File: config.mk
export PLATFORM = sky130hd
export DESIGN_NAME = gregorian_date_next_and_difference_unit_flat
export DESIGN_NICKNAME = d
export VERILOG_FILES = /design/src/rtl/core/gdnd_pkg.sv /design/src/rtl/core/gdnd_if.sv /design/src/rtl/core/gdnd_div25.sv /design/src/rtl/core/gregorian_date_next_and_difference_unit.sv /design/src/flat_wrapper.sv
export SDC_FILE = /design/constraint.sdc
export NUM_CORES = 1
export LEC_CHECK = 0
export BUFFER_PORTS_ARGS = -buffer_cell sky130_fd_sc_hd__buf_2
export CAP_MARGIN = 20
export CORE_MARGIN = 3
export CORE_UTILIZATION = 53
export CTS_BUF_LIST = sky130_fd_sc_hd__clkbuf_4
export DETAILED_ROUTE_END_ITERATION = 8
export PLACE_DENSITY = 0.71
export SLEW_MARGIN = 20
export SYNTH_ARGS = -nofsm -noshare
export SYNTH_HDL_FRONTEND = slang
export SYNTH_SLANG_ARGS = --single-unit
File: constraint.sdc
create_clock -name clk -period 11.51 [get_ports clk]
set_input_delay 1.151 -clock clk [delete_from_list [all_inputs] [get_ports clk]]
set_output_delay 1.151 -clock clk [all_outputs]
set_load 0.01 [all_outputs]
File: src/rtl/core/gdnd_pkg.sv
`default_nettype none

package gdnd_pkg;

    // Fixed field widths of the day, month and day-difference fields
    localparam int DAY_W   = 5;
    localparam int MONTH_W = 4;
    localparam int DDAY_W  = 6;

    typedef logic [DAY_W-1:0]   day_t;
    typedef logic [MONTH_W-1:0] month_t;
    typedef logic [DDAY_W-1:0]  dday_t;

    localparam month_t MON_JAN = 4'd1;
    localparam month_t MON_FEB = 4'd2;
    localparam month_t MON_MAR = 4'd3;
    localparam month_t MON_APR = 4'd4;
    localparam month_t MON_MAY = 4'd5;
    localparam month_t MON_JUN = 4'd6;
    localparam month_t MON_JUL = 4'd7;
    localparam month_t MON_SEP = 4'd9;
    localparam month_t MON_OCT = 4'd10;
    localparam month_t MON_NOV = 4'd11;
    localparam month_t MON_DEC = 4'd12;
    localparam month_t MONTHS_PER_YEAR = 4'd12;

    localparam day_t LEN_28 = 5'd28;
    localparam day_t LEN_29 = 5'd29;
    localparam day_t LEN_30 = 5'd30;
    localparam day_t LEN_31 = 5'd31;

    // Length of month m; codes outside 1..12 fall to 31 and are gated by the valid check
    function automatic day_t month_len(input month_t m, input logic leap);
        day_t len;
        begin
            unique case (m)
                MON_FEB:                            len = leap ? LEN_29 : LEN_28;
                MON_APR, MON_JUN, MON_SEP, MON_NOV: len = LEN_30;
                default:                            len = LEN_31;
            endcase
            return len;
        end
    endfunction

    // Length of the month before m, used when the day borrows
    function automatic day_t prev_month_len(input month_t m, input logic leap);
        day_t len;
        begin
            unique case (m)
                MON_MAR:                            len = leap ? LEN_29 : LEN_28;
                MON_MAY, MON_JUL, MON_OCT, MON_DEC: len = LEN_30;
                default:                            len = LEN_31;
            endcase
            return len;
        end
    endfunction

endpackage

`default_nettype wire

File: src/rtl/core/gdnd_if.sv
`default_nettype none

// Request channel: two dates
interface gdnd_req_if
    import gdnd_pkg::*;
#(
    parameter int YEAR_BITS = 14
) ();
    logic                 valid;
    logic                 ready;
    day_t                 first_day;
    month_t               first_month;
    logic [YEAR_BITS-1:0] first_year;
    day_t                 second_day;
    month_t               second_month;
    logic [YEAR_BITS-1:0] second_year;

    modport source (
        output valid, first_day, first_month, first_year,
               second_day, second_month, second_year,
        input  ready
    );
    modport sink (
        input  valid, first_day, first_month, first_year,
               second_day, second_month, second_year,
        output ready
    );
endinterface

// Response channel: validity, next date and difference
interface gdnd_rsp_if
    import gdnd_pkg::*;
#(
    parameter int YEAR_BITS = 14
) ();
    logic                        valid;
    logic                        ready;
    logic                        first_valid;
    logic                        second_valid;
    day_t                        next_day;
    month_t                      next_month;
    logic [YEAR_BITS-1:0]        next_year;
    logic                        next_overflow;
    logic signed [YEAR_BITS:0]   diff_years;
    month_t                      diff_months;
    logic signed [DDAY_W-1:0]    diff_days;

    modport source (
        output valid, first_valid, second_valid, next_day, next_month, next_year,
               next_overflow, diff_years, diff_months, diff_days,
        input  ready
    );
    modport sink (
        input  valid, first_valid, second_valid, next_day, next_month, next_year,
               next_overflow, diff_years, diff_months, diff_days,
        output ready
    );
endinterface

`default_nettype wire

File: src/rtl/core/gdnd_div25.sv
`default_nettype none

// Registered quotient y / 25 by reciprocal multiply; exact over the whole year range
module gdnd_div25
    import gdnd_pkg::*;
#(
    parameter int YEAR_BITS = 14
) (
    input  wire logic                   clk,
    input  wire logic                   en,
    input  wire logic [YEAR_BITS-1:0]   y,
    output logic      [YEAR_BITS-5:0]   q_reg
);
    localparam int SHIFT  = YEAR_BITS + 5;
    localparam int MUL    = ((1 << SHIFT) + 24) / 25;
    localparam int PROD_W = 2 * YEAR_BITS + 1;
    localparam int Q_W    = YEAR_BITS - 4;
    localparam logic [YEAR_BITS:0] MUL_V = MUL[YEAR_BITS:0];

    logic [PROD_W-1:0] prod;
    logic [Q_W-1:0]    q_next;

    assign prod   = PROD_W'(y) * PROD_W'(MUL_V);
    assign q_next = prod[SHIFT +: Q_W];

    always_ff @(posedge clk)
    begin
        if (en)
        begin
            q_reg <= q_next;
        end
    end
endmodule

`default_nettype wire

File: src/rtl/core/gregorian_date_next_and_difference_unit.sv
`default_nettype none

// Gregorian date checker, next-date stepper and date difference. Takes one item
// per clock cycle unless the output stalls. Each item passes through one stage
// for the divide-by-25 reciprocal multiply used by the century leap rule, one
// for the leap flags, month lengths and validity, and the output register
// holding the next date and the borrow-style difference. Valid bits travel with
// each stage, and a stage advances whenever it is empty or the stage after it
// advances, so bubbles close up while the output waits to be taken.
module gregorian_date_next_and_difference_unit
    import gdnd_pkg::*;
#(
    parameter int YEAR_BITS = 14
) (
    input  wire logic   clk,
    input  wire logic   rst_n,
    gdnd_req_if.sink    req,
    gdnd_rsp_if.source  rsp
);
    localparam int Q_W = YEAR_BITS - 4;
    typedef logic [YEAR_BITS-1:0] year_t;

    // Stage enables
    logic en1, en2, en3;
    logic s1_valid_reg, s2_valid_reg, s3_valid_reg;

    assign en3 = !s3_valid_reg || rsp.ready;
    assign en2 = !s2_valid_reg || en3;
    assign en1 = !s1_valid_reg || en2;
    assign req.ready = en1;

    always_ff @(posedge clk or negedge rst_n)
    begin
        if (!rst_n)
        begin
            s1_valid_reg <= 1'b0;
            s2_valid_reg <= 1'b0;
            s3_valid_reg <= 1'b0;
        end
        else
        begin
            if (en1) s1_valid_reg <= req.valid;
            if (en2) s2_valid_reg <= s1_valid_reg;
            if (en3) s3_valid_reg <= s2_valid_reg;
        end
    end

    // Stage 1: capture dates and compute year / 25
    day_t   s1_d1_reg, s1_d2_reg;
    month_t s1_m1_reg, s1_m2_reg;
    year_t  s1_y1_reg, s1_y2_reg;
    logic [Q_W-1:0] s1_q1_reg, s1_q2_reg;

    gdnd_div25 #(.YEAR_BITS(YEAR_BITS)) u_div25_first (
        .clk   (clk),
        .en    (en1),
        .y     (req.first_year),
        .q_reg (s1_q1_reg)
    );

    gdnd_div25 #(.YEAR_BITS(YEAR_BITS)) u_div25_second (
        .clk   (clk),
        .en    (en1),
        .y     (req.second_year),
        .q_reg (s1_q2_reg)
    );

    always_ff @(posedge clk)
    begin
        if (en1)
        begin
            s1_d1_reg <= req.first_day;
            s1_m1_reg <= req.first_month;
            s1_y1_reg <= req.first_year;
            s1_d2_reg <= req.second_day;
            s1_m2_reg <= req.second_month;
            s1_y2_reg <= req.second_year;
        end
    end

    // Stage 2: leap flags, month lengths, validity
    year_t q1x25, q2x25;
    logic  div25_1, div25_2, leap1, leap2;
    day_t  mlen1, mlen2, blen2_next;
    logic  v1_next, v2_next;

    assign q1x25 = {s1_q1_reg, 4'b0} + YEAR_BITS'({s1_q1_reg, 3'b0}) + YEAR_BITS'(s1_q1_reg);
    assign q2x25 = {s1_q2_reg, 4'b0} + YEAR_BITS'({s1_q2_reg, 3'b0}) + YEAR_BITS'(s1_q2_reg);
    assign div25_1 = (q1x25 == s1_y1_reg);
    assign div25_2 = (q2x25 == s1_y2_reg);
    // divisible by 4 and not a century, or divisible by 400 (16 and 25)
    assign leap1 = (s1_y1_reg[1:0] == 2'b0) && (!div25_1 || s1_y1_reg[3:0] == 4'b0);
    assign leap2 = (s1_y2_reg[1:0] == 2'b0) && (!div25_2 || s1_y2_reg[3:0] == 4'b0);

    assign mlen1      = month_len(s1_m1_reg, leap1);
    assign mlen2      = month_len(s1_m2_reg, leap2);
    assign blen2_next = prev_month_len(s1_m2_reg, leap2);

    assign v1_next = (s1_y1_reg != '0) && (s1_m1_reg != '0) && (s1_m1_reg <= MON_DEC)
                     && (s1_d1_reg != '0) && (s1_d1_reg <= mlen1);
    assign v2_next = (s1_y2_reg != '0) && (s1_m2_reg != '0) && (s1_m2_reg <= MON_DEC)
                     && (s1_d2_reg != '0) && (s1_d2_reg <= mlen2);

    day_t   s2_d1_reg, s2_d2_reg, s2_mlen1_reg, s2_blen2_reg;
    month_t s2_m1_reg, s2_m2_reg;
    year_t  s2_y1_reg, s2_y2_reg;
    logic   s2_v1_reg, s2_v2_reg;

    always_ff @(posedge clk)
    begin
        if (en2)
        begin
            s2_d1_reg    <= s1_d1_reg;
            s2_m1_reg    <= s1_m1_reg;
            s2_y1_reg    <= s1_y1_reg;
            s2_d2_reg    <= s1_d2_reg;
            s2_m2_reg    <= s1_m2_reg;
            s2_y2_reg    <= s1_y2_reg;
            s2_mlen1_reg <= mlen1;
            s2_blen2_reg <= blen2_next;
            s2_v1_reg    <= v1_next;
            s2_v2_reg    <= v2_next;
        end
    end

    // Stage 3: next date
    day_t   nd;
    month_t nm;
    year_t  ny;
    logic   ovf;

    always_comb
    begin
        nd  = '0;
        nm  = '0;
        ny  = '0;
        ovf = 1'b0;
        if (s2_v1_reg)
        begin
            nm = s2_m1_reg;
            ny = s2_y1_reg;
            if (s2_d1_reg < s2_mlen1_reg)
            begin
                nd = s2_d1_reg + 5'd1;
            end
            else
            begin
                nd = 5'd1;
                if (s2_m1_reg == MON_DEC)
                begin
                    nm = MON_JAN;
                    if (&s2_y1_reg)
                    begin
                        ovf = 1'b1;
                        ny  = '0;
                    end
                    else
                    begin
                        ny = s2_y1_reg + YEAR_BITS'(1);
                    end
                end
                else
                begin
                    nm = s2_m1_reg + 4'd1;
                end
            end
        end
    end

    // Stage 3: borrow-style difference
    logic                 borrow_d, borrow_m;
    dday_t                sd;
    month_t               sm;
    logic [4:0]           sm2;
    logic [YEAR_BITS:0]   dy;
    month_t               dm;
    dday_t                dd;

    always_comb
    begin
        borrow_d = (s2_d2_reg < s2_d1_reg);
        sd       = {1'b0, s2_d2_reg} + (borrow_d ? {1'b0, s2_blen2_reg} : dday_t'(0));
        sm       = s2_m2_reg - {3'b0, borrow_d};
        borrow_m = (sm < s2_m1_reg);
        sm2      = {1'b0, sm} + (borrow_m ? {1'b0, MONTHS_PER_YEAR} : 5'd0);
        dd       = '0;
        dm       = '0;
        dy       = '0;
        if (s2_v1_reg && s2_v2_reg)
        begin
            dd = sd - {1'b0, s2_d1_reg};
            dm = sm2[3:0] - s2_m1_reg;
            dy = {1'b0, s2_y2_reg} - {1'b0, s2_y1_reg} - (YEAR_BITS+1)'(borrow_m);
        end
    end

    // Output register
    always_ff @(posedge clk)
    begin
        if (en3)
        begin
            rsp.first_valid   <= s2_v1_reg;
            rsp.second_valid  <= s2_v2_reg;
            rsp.next_day      <= nd;
            rsp.next_month    <= nm;
            rsp.next_year     <= ny;
            rsp.next_overflow <= ovf;
            rsp.diff_years    <= dy;
            rsp.diff_months   <= dm;
            rsp.diff_days     <= dd;
        end
    end

    assign rsp.valid = s3_valid_reg;
endmodule

`default_nettype wire

File: src/flat_wrapper.sv
// flat-port wrapper written by rule: the top's interface ports become plain ports
module gregorian_date_next_and_difference_unit_flat import gdnd_pkg::*;
#(
    parameter int YEAR_BITS = 14
)
  (clk, rst_n, req_valid, req_first_day, req_first_month, req_first_year, req_second_day, req_second_month, req_second_year, req_ready, rsp_valid, rsp_first_valid, rsp_second_valid, rsp_next_day, rsp_next_month, rsp_next_year, rsp_next_overflow, rsp_diff_years, rsp_diff_months, rsp_diff_days, rsp_ready);
  gdnd_req_if #(.YEAR_BITS(YEAR_BITS)) req_i ();
  gdnd_rsp_if #(.YEAR_BITS(YEAR_BITS)) rsp_i ();
  input  wire logic clk;
  input  wire logic rst_n;
  input wire logic [$bits(req_i.valid)-1:0] req_valid;
  input wire logic [$bits(req_i.first_day)-1:0] req_first_day;
  input wire logic [$bits(req_i.first_month)-1:0] req_first_month;
  input wire logic [$bits(req_i.first_year)-1:0] req_first_year;
  input wire logic [$bits(req_i.second_day)-1:0] req_second_day;
  input wire logic [$bits(req_i.second_month)-1:0] req_second_month;
  input wire logic [$bits(req_i.second_year)-1:0] req_second_year;
  output wire logic [$bits(req_i.ready)-1:0] req_ready;
  output wire logic [$bits(rsp_i.valid)-1:0] rsp_valid;
  output wire logic [$bits(rsp_i.first_valid)-1:0] rsp_first_valid;
  output wire logic [$bits(rsp_i.second_valid)-1:0] rsp_second_valid;
  output wire logic [$bits(rsp_i.next_day)-1:0] rsp_next_day;
  output wire logic [$bits(rsp_i.next_month)-1:0] rsp_next_month;
  output wire logic [$bits(rsp_i.next_year)-1:0] rsp_next_year;
  output wire logic [$bits(rsp_i.next_overflow)-1:0] rsp_next_overflow;
  output wire logic [$bits(rsp_i.diff_years)-1:0] rsp_diff_years;
  output wire logic [$bits(rsp_i.diff_months)-1:0] rsp_diff_months;
  output wire logic [$bits(rsp_i.diff_days)-1:0] rsp_diff_days;
  input wire logic [$bits(rsp_i.ready)-1:0] rsp_ready;
  assign req_i.valid = req_valid;
  assign req_i.first_day = req_first_day;
  assign req_i.first_month = req_first_month;
  assign req_i.first_year = req_first_year;
  assign req_i.second_day = req_second_day;
  assign req_i.second_month = req_second_month;
  assign req_i.second_year = req_second_year;
  assign req_ready = req_i.ready;
  assign rsp_valid = rsp_i.valid;
  assign rsp_first_valid = rsp_i.first_valid;
  assign rsp_second_valid = rsp_i.second_valid;
  assign rsp_next_day = rsp_i.next_day;
  assign rsp_next_month = rsp_i.next_month;
  assign rsp_next_year = rsp_i.next_year;
  assign rsp_next_overflow = rsp_i.next_overflow;
  assign rsp_diff_years = rsp_i.diff_years;
  assign rsp_diff_months = rsp_i.diff_months;
  assign rsp_diff_days = rsp_i.diff_days;
  assign rsp_i.ready = rsp_ready;
  gregorian_date_next_and_difference_unit #(.YEAR_BITS(YEAR_BITS)) u_core (.clk(clk), .rst_n(rst_n), .req(req_i), .rsp(rsp_i));
endmodule
==> flow_metrics.py <==
metrics = {
    "run_status": {
        "status": "finished, final reports clean",
    },
    "die": {
        "die_h_um": 180.3,
        "pin_count": 103,
        "start_util_pct": 54.03,
        "die_w_um": 180.3,
        "rows": 63,
        "core-area_sq_mm": 0.02980,
        "die-area_sq_mm": 0.03250,
    },
    "synthesis": {
        "synth.area.mux_share_pct": 0.1321,
        "netlist_area_sq_mm": 0.01610,
        "synth_area_leaders": "edfxtp_1 32%, ha_1 21%, fa_1 19%",
        "synth_top_area_share_pct": 31.52,
        "synth_cell_type_count": 65,
        "synth.avg_cell_area_sq_um": 10.88,
        "synth_xor_area_share_pct": 4.578,
        "synthesis.instances": 1480,
        "synth_edf_count": 169,
        "synthesis.nets": 1950,
        "yosys.area.top_type": "edfxtp_1",
        "yosys_warnings": 0,
        "async_flop_share_pct": 1.744,
        "synth-simple-area-share_pct": 7.306,
        "synth.most_common_cell": "inv_1",
        "yosys.area_share.adder_pct": 39.64,
        "synth-seq-cells": 172,
        "synth_top_family_by_area": "adder cells",
        "ys.flop_type": "edfxtp_1",
        "synth-compound-area-share_pct": 7.298,
        "netlist_top_cells_count": "378 x inv_1, 270 x ha_1, 169 x edfxtp_1",
        "yosysSeqAreaShare_pct": 31.99,
    },
    "worst_setup_path": {
        "critical_path_cell_count": 26,
        "crit_path_end_kind": "register",
        "critPathMostFrequentCell": "ha_1",
        "start_kind": "register",
        "critPathMaxStageDelay_ps": 520,
        "regToRegEndpoint": "u_core.rsp.diff_years[14]$_SDFFCE_PN0P_",
        "crit_type": "reg2reg",
        "critPathTopFamily": "compound AO/OA/AOI/OAI gates",
        "cp.buffers_inverters": 2,
        "slowest_stage": "fa_1",
        "cp_max_fo": 6,
        "worstPathRequired_ps": 11870,
        "worst_ep_arrival_time_ps": 6600,
        "r2r_cells": 26,
        "r2r_start": "u_core.s2_d1_reg[1]$_DFFE_PP_",
        "rrSetupSlack_ps": 5280,
    },
    "routing": {
        "via_per_inst": 5.208,
        "met2_length_um": 15960,
        "route.met3.wl_um": 944,
        "routed_wl_um": 31350,
        "ant_nets": 0,
        "m1WireLength_um": 13890,
        "dr.pass1.iters": 5,
        "top_layer": "met4",
        "drt_iter0_drc": 488,
        "route.detailed.drc": 0,
        "wl_per_cell_um": 15.66,
        "vias": 10430,
    },
    "clock_tree": {
        "cts-root-buf": "clkbuf_4",
        "clk_pin_slew_worst_paths_ps": 150,
        "ctsHoldBuffers": 0,
        "cts.path.max_buffers": 2,
        "htreeDepth": 4,
        "cts_sinks": 172,
        "cts_tree": "yes",
        "insertion_delay_ps": 600,
        "post-cts-setup-buffer-count": 0,
        "cts_resized": 0,
        "numCtsBuffers": 17,
    },
    "sta": {
        "fin_worst_skew_ps": 19.01,
        "tightest_slew_ps": 788.0,
        "slew_headroom_pct": 47.34,
        "period_share_pct": 54.16,
        "timing.final.ws_setup_ps": 5276,
        "setup_tns_ps": 0,
        "timing.final.hold_violations": 0,
        "min_period_ps": 6234,
        "setup_viol": 0,
        "rsz0062_at_grt": "false",
        "max_freq_mhz": 160.4,
        "drv_slew": 0,
    },
    "placed_design": {
        "dp_hpwl_um": 26710,
        "dpl.cell_count": 1968,
        "gp_congestion": 0.8753,
        "place_ws_ps": 5317,
        "io_buffers": 102,
    },
    "power": {
        "p_leak_nw": 8.605,
        "power_density_mw_per_mm2": 232.8,
        "vdd_drop_max_mv": 0.1309,
        "total_power_w": 0.004048,
    },
    "final_layout": {
        "instances_no_fill": 2002,
        "largest_reg_flops": 15,
        "drive_gt1_share_pct": 9.689,
        "fill_cells": 2501,
        "top_register": "u_core.rsp.diff_years",
        "final_util_pct": 58.37,
        "nNetsFinal": 2067,
        "syn2layout_area_growth_pct": 8.044,
    },
    "global_routing": {
        "grt_pass1_wl_um": 53560,
        "track_usage_pct": 20.27,
        "globalRouteOverflowTotal": 0,
        "antenna_found_initial": 1,
        "grt_max_degree": 54,
        "grt_pass1_vias": 11180,
    },
    "run": {
        "maxCapViolations": 0,
    },
    "hold_path": {
        "min_path_type": "in2async",
    },
}
-- metrics by stage --
step	hold WS, ps	instance area (sq um)
final	321.0	17390
after global routing	260.4	17390
after CTS	263.8	17390
after detailed placement	450.6	17100
after global placement	450.2	17100
after floorplan	424.4	16100
-- per-layer routing --
metal	GRT usage, %	vias to the layer above
met5	0	-
met4	5.741	0
met3	2.463	43
met2	36.52	199
met1	25.81	5035
li1	-	5150
-- placed cells by master, fill, tap and decap left out, drive strengths merged, types with 5 or more instances in the layout --
cell | Yosys | routed
ha | 270 | 270
a21o | 25 | 25
a31oi | 8 | 8
o41ai | 5 | 5
inv | 379 | 386
edfxtp | 169 | 169
nor2 | 65 | 65
o21ai | 38 | 38
o211ai | 5 | 5
nand3 | 30 | 30
a211oi | 8 | 8
o21bai | 6 | 6
nand2 | 45 | 45
and2 | 6 | 6
buf | 1 | 106
nor3 | 26 | 26
and3 | 12 | 12
a21oi | 50 | 50
nor2b | 5 | 5
fa | 150 | 150
xnor2 | 56 | 56
nor4 | 8 | 8
clkbuf | 7 | 18
nand2b | 10 | 10
nand4 | 14 | 14
clkinv | 1 | 6
xor2 | 26 | 26
-- layout make-up --
class                           count  area [sq um]  share of cell area [%]
Clock buffer                       18         135.1                  0.7769
Timing Repair Buffer              106         540.5                   3.108
Antenna cell                        2         5.005                 0.02877
Multi-Input combinational cell    920          9493                   54.58
Inverter                          380          1426                   8.201
Clock inverter                     14         155.1                  0.8920
Sequential cell                   172          5150                   29.61
Tap cell                          390         488.0                   2.806
-- how the worst max path moves through the flow --
| stage | from | endpoint | slack [ps] |
|---|---|---|---|
| 4_1_cts | u_core.s2_d1_reg[1]$_DFFE_PP_ | u_core.rsp.diff_years[14]$_SDFFCE_PN0P_ | 5300 |
| 5_1_grt | u_core.s2_d1_reg[1]$_DFFE_PP_ | u_core.rsp.diff_years[14]$_SDFFCE_PN0P_ | 4860 |
| 3_5_place_dp | u_core.s2_d1_reg[1]$_DFFE_PP_ | u_core.rsp.diff_years[14]$_SDFFCE_PN0P_ | 5320 |
| 2_1_floorplan | u_core.s2_d1_reg[1]$_DFFE_PP_ | u_core.rsp.diff_years[14]$_SDFFCE_PN0P_ | 5900 |
| 3_3_place_gp | u_core.s2_d1_reg[1]$_DFFE_PP_ | u_core.rsp.diff_years[14]$_SDFFCE_PN0P_ | 5540 |
| 6_report | u_core.s2_d1_reg[1]$_DFFE_PP_ | u_core.rsp.diff_years[14]$_SDFFCE_PN0P_ | 5280 |
-- where the power goes --
group          leakage [nW]  internal (W)  switching [W]
sequential             1.76      0.000871       0.000101
combinational          6.69       0.00125        0.00148
clock                 0.154      0.000118       0.000229
total                  8.61       0.00224        0.00181
-- logic make-up (layout without fill, tap and decap cells) --
| logic type | Yosys count | count (layout) |
|---|---|---|
| simple gates | 239 | 239 |
| fa+ha+maj | 420 | 420 |
| xor+xnor | 82 | 82 |
| mux | 2 | 2 |
| flops | 172 | 172 |
| compound gates | 177 | 177 |
| buf+inv | 388 | 518 |
| other cells | 0 | 2 |
Note: power is estimated with default switching activity, not from simulation.
